[src/hdl/bpq_pkg.sv]
package bpq_pkg;

    localparam int MAX_DEPTH = 16;
    localparam int IDX_W     = $clog2(MAX_DEPTH);
    localparam int CNT_W     = $clog2(MAX_DEPTH + 1);
    localparam int CAP_W     = 5;
    localparam int HANDLE_W  = 16;
    localparam int PRIO_W    = 16;
    localparam int CMD_W     = 3;
    localparam int SLOT_W    = 4;

    localparam logic [CAP_W-1:0] CAP_RESET = 5'd10;

    localparam logic [CMD_W-1:0] CMD_PUSH      = 3'd0;
    localparam logic [CMD_W-1:0] CMD_POP_FRONT = 3'd1;
    localparam logic [CMD_W-1:0] CMD_POP_PRIO  = 3'd2;
    localparam logic [CMD_W-1:0] CMD_POP_MIN   = 3'd3;
    localparam logic [CMD_W-1:0] CMD_PEEK      = 3'd4;

    typedef struct packed {
        logic [CMD_W-1:0]           cmd;
        logic [HANDLE_W-1:0]        part_handle;
        logic signed [PRIO_W-1:0]   priority_value;
        logic [SLOT_W-1:0]          slot_index;
    } item_t;

    typedef struct packed {
        logic                       success;
        logic [HANDLE_W-1:0]        out_handle;
        logic signed [PRIO_W-1:0]   out_priority;
        logic                       is_empty;
        logic                       is_full;
    } result_t;

    typedef struct packed {
        logic [HANDLE_W-1:0]        handle;
        logic signed [PRIO_W-1:0]   prio;
    } entry_t;

    typedef enum logic [1:0] {
        ST_IDLE,
        ST_SCAN,
        ST_SHIFT
    } state_t;

endpackage

[src/hdl/bpq_ram.sv]
module bpq_ram #(
    parameter int WIDTH = 32,
    parameter int DEPTH = 16
) (
    input  logic                     clk,
    input  logic                     wr_en,
    input  logic [$clog2(DEPTH)-1:0] wr_addr,
    input  logic [WIDTH-1:0]         wr_data,
    input  logic [$clog2(DEPTH)-1:0] rd_addr,
    output logic [WIDTH-1:0]         rd_data
);

    logic [WIDTH-1:0] mem [DEPTH];

    always_ff @(posedge clk)
    begin
        if (wr_en)
        begin
            mem[wr_addr] <= wr_data;
        end
        rd_data <= mem[rd_addr];
    end

endmodule

[src/hdl/bounded_priority_extract_queue.sv]
// Bounded queue with priority extract: an ordered store of up to sixteen
// entries, each a part handle with a signed priority.
// An item is taken on a rising edge where start is high and busy is low.
// Every item gives exactly one result, shown on result for one cycle while
// done is high; the receiver cannot stall, so it must take it then.
// A push, or an unused command, gives its result in the cycle after it is
// taken and leaves busy low, so the next item may follow at once.
// The pops and the peek walk the stored entries through a single read port
// of the entry memory, one entry a cycle. A removal then moves each later
// entry down one place, one a cycle through the same port. Busy is high
// throughout the search and the removal.
// The capacity register is written through cfg_valid, cfg_ready and
// cfg_data while the block is idle.
// Reset empties the store and sets the capacity to ten; the memory itself
// is not cleared, as entries beyond the count are never read.
module bounded_priority_extract_queue (
    input  logic                          clk,
    input  logic                          rst_n,
    input  logic                          start,
    output logic                          busy,
    input  bpq_pkg::item_t                item,
    output logic                          done,
    output bpq_pkg::result_t              result,
    input  logic                          cfg_valid,
    output logic                          cfg_ready,
    input  logic [bpq_pkg::CAP_W-1:0]     cfg_data
);

    import bpq_pkg::*;

    state_t                 state_reg, state_next;
    logic [CNT_W-1:0]       count_reg, count_next;
    logic [CAP_W-1:0]       cap_reg;
    logic [CMD_W-1:0]       cmd_reg, cmd_next;
    logic signed [PRIO_W-1:0] prio_reg, prio_next;
    logic [SLOT_W-1:0]      slot_reg, slot_next;
    logic [CNT_W-1:0]       scan_reg, scan_next;
    logic                   chk_vld_reg, chk_vld_next;
    logic [IDX_W-1:0]       chk_idx_reg, chk_idx_next;
    logic                   found_reg, found_next;
    entry_t                 best_reg, best_next;
    logic [IDX_W-1:0]       pos_reg, pos_next;
    logic                   done_reg, done_next;
    result_t                result_reg, result_next;

    logic                   accept;
    logic                   full_now;
    logic                   push_ok;
    logic                   issue;
    logic                   walk_end;
    logic                   is_pop;
    logic                   hit;
    logic                   wr_en;
    logic [IDX_W-1:0]       wr_addr;
    entry_t                 wr_data;
    logic [IDX_W-1:0]       rd_addr;
    logic [$bits(entry_t)-1:0] rd_raw;
    entry_t                 rd_entry;
    logic                   fin;
    logic [CNT_W-1:0]       fin_count;

    bpq_ram #(
        .WIDTH ($bits(entry_t)),
        .DEPTH (MAX_DEPTH)
    ) u_ram (
        .clk     (clk),
        .wr_en   (wr_en),
        .wr_addr (wr_addr),
        .wr_data (wr_data),
        .rd_addr (rd_addr),
        .rd_data (rd_raw)
    );

    assign rd_entry  = rd_raw;
    assign busy      = (state_reg != ST_IDLE);
    assign cfg_ready = !busy;
    assign done      = done_reg;
    assign result    = result_reg;

    assign accept   = start && !busy;
    assign full_now = (count_reg >= CNT_W'(cap_reg)) || (count_reg >= CNT_W'(MAX_DEPTH));
    assign push_ok  = !full_now && (item.part_handle != '0);
    assign issue    = (scan_reg < count_reg);
    assign walk_end = !issue && !chk_vld_reg;
    assign is_pop   = (cmd_reg == CMD_POP_FRONT) || (cmd_reg == CMD_POP_PRIO)
                   || (cmd_reg == CMD_POP_MIN);
    assign rd_addr  = scan_reg[IDX_W-1:0];

    always_comb
    begin
        case (cmd_reg)
            CMD_POP_FRONT: hit = (chk_idx_reg == '0);
            CMD_POP_PRIO:  hit = !found_reg && (rd_entry.prio == prio_reg);
            CMD_POP_MIN:   hit = !rd_entry.prio[PRIO_W-1]
                              && (!found_reg || (rd_entry.prio < best_reg.prio));
            CMD_PEEK:      hit = (chk_idx_reg == IDX_W'(slot_reg));
            default:       hit = 1'b0;
        endcase
    end

    // Next state.
    always_comb
    begin
        state_next = state_reg;
        case (state_reg)
            ST_IDLE:
            begin
                if (accept && (item.cmd == CMD_POP_FRONT || item.cmd == CMD_POP_PRIO
                               || item.cmd == CMD_POP_MIN || item.cmd == CMD_PEEK))
                begin
                    state_next = ST_SCAN;
                end
            end
            ST_SCAN:
            begin
                if (walk_end)
                begin
                    state_next = (found_reg && is_pop) ? ST_SHIFT : ST_IDLE;
                end
            end
            ST_SHIFT:
            begin
                if (walk_end)
                begin
                    state_next = ST_IDLE;
                end
            end
            default:
            begin
                state_next = ST_IDLE;
            end
        endcase
    end

    // Datapath and outputs.
    always_comb
    begin
        count_next   = count_reg;
        cmd_next     = cmd_reg;
        prio_next    = prio_reg;
        slot_next    = slot_reg;
        scan_next    = scan_reg;
        chk_vld_next = 1'b0;
        chk_idx_next = chk_idx_reg;
        found_next   = found_reg;
        best_next    = best_reg;
        pos_next     = pos_reg;
        wr_en        = 1'b0;
        wr_addr      = chk_idx_reg - IDX_W'(1);
        wr_data      = rd_entry;
        fin          = 1'b0;
        fin_count    = count_reg;
        case (state_reg)
            ST_IDLE:
            begin
                if (accept)
                begin
                    cmd_next   = item.cmd;
                    prio_next  = item.priority_value;
                    slot_next  = item.slot_index;
                    scan_next  = '0;
                    found_next = 1'b0;
                    best_next  = '0;
                    pos_next   = '0;
                    if (item.cmd == CMD_PUSH)
                    begin
                        wr_en          = push_ok;
                        wr_addr        = count_reg[IDX_W-1:0];
                        wr_data.handle = item.part_handle;
                        wr_data.prio   = item.priority_value;
                        found_next     = push_ok;
                        fin            = 1'b1;
                        fin_count      = count_reg + CNT_W'(push_ok);
                    end
                    else if (!(item.cmd == CMD_POP_FRONT || item.cmd == CMD_POP_PRIO
                               || item.cmd == CMD_POP_MIN || item.cmd == CMD_PEEK))
                    begin
                        fin = 1'b1;
                    end
                end
            end
            ST_SCAN:
            begin
                if (issue)
                begin
                    scan_next    = scan_reg + CNT_W'(1);
                    chk_vld_next = 1'b1;
                    chk_idx_next = scan_reg[IDX_W-1:0];
                end
                if (chk_vld_reg && hit)
                begin
                    found_next = 1'b1;
                    best_next  = rd_entry;
                    pos_next   = chk_idx_reg;
                end
                if (walk_end)
                begin
                    if (found_reg && is_pop)
                    begin
                        scan_next = CNT_W'(pos_reg) + CNT_W'(1);
                    end
                    else
                    begin
                        fin = 1'b1;
                    end
                end
            end
            ST_SHIFT:
            begin
                if (issue)
                begin
                    scan_next    = scan_reg + CNT_W'(1);
                    chk_vld_next = 1'b1;
                    chk_idx_next = scan_reg[IDX_W-1:0];
                end
                wr_en = chk_vld_reg;
                if (walk_end)
                begin
                    fin       = 1'b1;
                    fin_count = count_reg - CNT_W'(1);
                end
            end
            default:
            begin
            end
        endcase

        if (fin)
        begin
            count_next = fin_count;
        end
        done_next                = fin;
        result_next              = result_reg;
        if (fin)
        begin
            result_next.success      = found_next;
            result_next.out_handle   = (found_next && state_reg != ST_IDLE)
                                     ? best_reg.handle : '0;
            result_next.out_priority = (found_next && state_reg != ST_IDLE)
                                     ? best_reg.prio : '0;
            result_next.is_empty     = (fin_count == '0);
            result_next.is_full      = (fin_count >= CNT_W'(cap_reg))
                                    || (fin_count >= CNT_W'(MAX_DEPTH));
        end
    end

    always_ff @(posedge clk or negedge rst_n)
    begin
        if (!rst_n)
        begin
            state_reg   <= ST_IDLE;
            count_reg   <= '0;
            cap_reg     <= CAP_RESET;
            chk_vld_reg <= 1'b0;
            done_reg    <= 1'b0;
        end
        else
        begin
            state_reg   <= state_next;
            count_reg   <= count_next;
            chk_vld_reg <= chk_vld_next;
            done_reg    <= done_next;
            if (cfg_valid && cfg_ready)
            begin
                cap_reg <= cfg_data;
            end
        end
    end

    always_ff @(posedge clk)
    begin
        cmd_reg     <= cmd_next;
        prio_reg    <= prio_next;
        slot_reg    <= slot_next;
        scan_reg    <= scan_next;
        chk_idx_reg <= chk_idx_next;
        found_reg   <= found_next;
        best_reg    <= best_next;
        pos_reg     <= pos_next;
        result_reg  <= result_next;
    end

`ifndef ASSERT_OFF
    a_count_bound: assert property (@(posedge clk) disable iff (!rst_n)
        count_reg <= CNT_W'(MAX_DEPTH))
        else $error("Entry count exceeds the store depth.");

    a_write_source: assert property (@(posedge clk) disable iff (!rst_n)
        wr_en |-> (state_reg == ST_SHIFT) || (accept && item.cmd == CMD_PUSH))
        else $error("Entry memory written outside a push or a shift.");

    a_search_busy: assert property (@(posedge clk) disable iff (!rst_n)
        (accept && (item.cmd == CMD_POP_FRONT || item.cmd == CMD_POP_PRIO
                    || item.cmd == CMD_POP_MIN || item.cmd == CMD_PEEK)) |=> busy && !done)
        else $error("Search did not hold the block busy.");

    a_miss_zero: assert property (@(posedge clk) disable iff (!rst_n)
        (done && !result.success) |-> (result.out_handle == '0 && result.out_priority == '0))
        else $error("Unsuccessful result carries an entry.");
`endif

endmodule
[config.mk]
export PLATFORM = sky130hd
export DESIGN_NAME = bounded_priority_extract_queue
export DESIGN_NICKNAME = d
export VERILOG_FILES = /design/src/hdl/bpq_pkg.sv /design/src/hdl/bpq_ram.sv /design/src/hdl/bounded_priority_extract_queue.sv
export SDC_FILE = /design/constraint.sdc
export NUM_CORES = 1
export LEC_CHECK = 0
export BUFFER_PORTS_ARGS = -buffer_cell sky130_fd_sc_hd__buf_2
export CAP_MARGIN = 25
export CORE_ASPECT_RATIO = 0.6
export CORE_UTILIZATION = 30
export CTS_CLUSTER_SIZE = 28
export DETAILED_ROUTE_END_ITERATION = 8
export GPL_TIMING_DRIVEN = 0
export PLACE_DENSITY = 0.42
export REMOVE_ABC_BUFFERS = 1
export SYNTH_ARGS = -nofsm -noshare
export SYNTH_HDL_FRONTEND = slang
export SYNTH_SLANG_ARGS = --single-unit
[constraint.sdc]
create_clock -name clk -period 5.5 [get_ports clk]
set_clock_uncertainty 0.1 [all_clocks]
set_input_delay 1.1 -clock clk [delete_from_list [all_inputs] [get_ports clk]]
set_output_delay 1.1 -clock clk [all_outputs]
set_load 0.01 [all_outputs]
==> flow_summary_export.csv <==
group,metric,value,unit
status,status,"completed",
floorplanning,die_width,384,um
timing,final-max-slew-violation-count,0,
synthesis,synthCells,1360,
synthesis,syn-mean-instance-area,19.3,um2
pwr,vdd_ir_drop_max,0.192,mV
timing,maxSlewHeadroom,26.5,%
floorplanning,die_area,88900,um2
routing,drc,0,
worst_setup_path,required,5.69,ns
clocking,clock_tree.root_cell,"clkbuf_16",
routing,top_layer_used,"met4",
floorplanning,die_y,231,um
worst_setup_path,critical-path-max-stage-delay,0.72,ns
grt,overflow,0,
routing,routed-via-count,13172,
worst_setup_path,crit_chain,"inv_1 -> ha_1 -> nand2_1 -> nor4_4 -> nand3_1 -> a21oi_1 -> a32oi_1 -> buf_4 -> nor2_4 -> buf_12",
grt,number_of_antenna_violations_at_the_first_check_in_global_routing,0,
timing,fmax,0.209,GHz
timing,unrepaired_setup_endpoints_after_global_routing,"false",
worst_setup_path,worstSetupPathType,"flip-flop to flip-flop",
worst_setup_path,worstPathArrival,4.98,ns
placement,io_buffer_count,85,
clocking,clock_latency,0.62,ns
routing,met2_wirelength,31700,um
cells_and_area,final_net_count,1612,
floorplanning,floorplan.rows,83,
grt,first_global_vias,13676,
timing,worst-slew-pin-transition,1.09,ns
grt,grt_util_all_layers,15.8,%
routing,detail_route.vias_per_cell,4.83,
cells_and_area,drive_gt1_share,28.1,%
synthesis,dominantRegCellSynth,"edfxtp_1",
worst_setup_path,worst-path-max-fanout,18,
routing,first_pass_iters,5,
clocking,cts_post_setup_buffers_inserted,0,
clocking,tritoncts,"built",
timing,finalHoldViolCount,0,
clocking,tritoncts.num_buffers,69,
placement,gp_congestion,0.803,
floorplanning,io_pins,86,
clocking,clock_tree.htree_level_count,3,
grt,grt_max_degree,26,
grt,global_route_wire_length_before_repair,101000,um
timing,final-setup-viol-count,0,
routing,antenna_violating_nets_post_route,0,
routing,route.final.wire_length,69000,um
worst_setup_path,worst_path_dominant_cell_family,"simple AND/OR/NAND/NOR gates",
routing,first_iter_violations,1036,
synthesis,postSynth.asyncResetShare,2.11,%
routing,met3RoutedLength,2780,um
pwr,cellLeakagePower,10.4,nW
clocking,numClockSinks,662,
placement,dp.final_hpwl,45300,um
clocking,hold_buffers,0,
synthesis,ys_warn_count,0,
floorplanning,fp.coreArea,86200,um2
timing,tns,0,ns
clocking,cts_resized,0,
synthesis,yosysSeqAreaShare,74.1,%
worst_hold_path,hp-class,"input port to async pin",
timing,fin_crit_sh,87.1,%
cells_and_area,largest_register_ffs,512,
cells_and_area,antenna_cells_inserted,0,
synthesis,netlist_area,26300,um2
worst_setup_path,worstSetupEndpointType,"flip-flop",
worst_setup_path,timing.reg2reg.setup_slack,0.71,ns
pwr,pwr_density_cell,525,nW/um2
routing,sum_of_routed_wire_segments_on_met1,33200,um
clocking,max-clock-path-buffers,3,
routing,avgRoutedWirePerCell,25.3,um
synthesis,flop_and_latch_count_out_of_synthesis,662,
timing,worst_case_hold_slack,0.294,ns
clocking,clkTransAtPathRegs,0.06,ns
worst_setup_path,crit_path_top_delay_cell,"nor4_4",
worst_setup_path,startpoint_type_of_the_worst_setup_path,"flip-flop",
worst_setup_path,cp.buffers_inverters,3,
synthesis,synth_edf_count,615,
floorplanning,floorplan.initialDensity,30.5,%
job,max_cap_viol_count,0,
synthesis,yosys.cell_types.count,59,
cells_and_area,areaGrowthSynthToFinish,20.9,%
timing,final.min_clock_period,4.79,ns
logic make-up after synthesis:
family	after synthesis	synth area share, %
AO/OA/AOI/OAI	85	2.17
XOR/XNOR	32	1.07
adder cells (fa/ha/maj)	40	1.90
buffers and inverters	90	1.34
flip-flops	662	74.1
multiplexers	172	14.2
AND/OR/NAND/NOR	279	5.22
through the flow:
step           cells  utilization [%]  area, um2  total power [mW]  setup WS, ns
2_1_floorplan   1303                -      26100              10.2         -2.79
3_3_place_gp    2535             32.4      27900              12.0         -7.58
3_5_place_dp    2600             34.3      29600              12.2         0.637
4_1_cts         2728             36.9      31800              16.9         0.735
5_1_grt         2728             36.9      31800              17.5         0.442
6_report        2728             36.9      31800              16.7         0.711
Yosys cell counts (all sizes together) (5+ instances only):
cell      n  area (um2)
a21o      6        45.0
mux4    160        3600
mux2      9         101
ha       40         500
nand3    13        65.1
o21ai    18        90.1
nor2     34         128
inv      33         124
buf      16        73.8
nor4      8        62.6
xnor2    30         263
and2     69         432
nand4     5        31.3
edfxtp  615       18500
dfxtp    33         661
dfrtp    12         300
nand2   122         458
nand2b    7        43.8
a21oi    20         100
clkbuf   41         154
cell type report:
class                      instances  area, um2
tap                             1147       1440
sequential                       662      19500
multi-input combinational        608       6620
inverter                          33        124
clock buffer                     100       1980
clock inverter                    28        235
timing repair buffer             150       1910
fill                            7926      54400
path summary, 6_finish.rpt:
| path | depth (start not counted) | from | end |
|---|---|---|---|
| min in group clk | 1 | best_reg[28]$_SDFFCE_PN0P_ | result[30]$_SDFFCE_PN0P_ |
| max in group asynchronous | 1 | rst_n | cap_reg[1]$_DFFE_PN1P_ |
| worst min register to register | 1 | best_reg[28]$_SDFFCE_PN0P_ | result[30]$_SDFFCE_PN0P_ |
| worst min-delay path | 1 | rst_n | cap_reg[4]$_DFFE_PN0P_ |
| worst max register to register | 10 | state_reg[1]$_DFFE_PN0P_ | u_ram.mem[4][11]$_DFFE_PP_ |
| worst max-delay path | 10 | state_reg[1]$_DFFE_PN0P_ | u_ram.mem[4][11]$_DFFE_PP_ |
metal layers:
layer	vias up	global-route usage, %
met5	-	0
met4	0	4.20
met3	83	2.95
met2	263	24.3
met1	7048	22.9
li1	5778	-
report_power, final:
group | switching, mW | internal [mW] | total [mW]
sequential | 0.459 | 6.78 | 7.24
clock | 1.98 | 2.65 | 4.63
combinational | 2.68 | 2.14 | 4.82
placed cells by master (no fill, tap or decap), types with 4 or more instances in the layout:
| cell | count |
|---|---|
| buf_2 | 85 |
| o21ai_0 | 18 |
| nor4_1 | 6 |
| o2111ai_1 | 4 |
| edfxtp_1 | 615 |
| ha_1 | 39 |
| inv_1 | 32 |
| buf_16 | 35 |
| o31ai_1 | 4 |
| nand2_1 | 122 |
| a21oi_1 | 19 |
| nor2_1 | 17 |
| mux4_2 | 160 |
| and2_1 | 69 |
| xnor2_1 | 30 |
| nand3_1 | 13 |
| clkbuf_1 | 21 |
| buf_12 | 18 |
| nand2b_1 | 7 |
| dfxtp_1 | 33 |
| nor2_4 | 17 |
| nand4_1 | 5 |
| clkinv_1 | 9 |
| clkbuf_8 | 7 |
| a21o_1 | 6 |
| mux2_2 | 9 |
| clkbuf_16 | 72 |
| dfrtp_1 | 12 |
| buf_8 | 8 |
| clkinv_2 | 9 |
(Power assumes the default switching activity.)
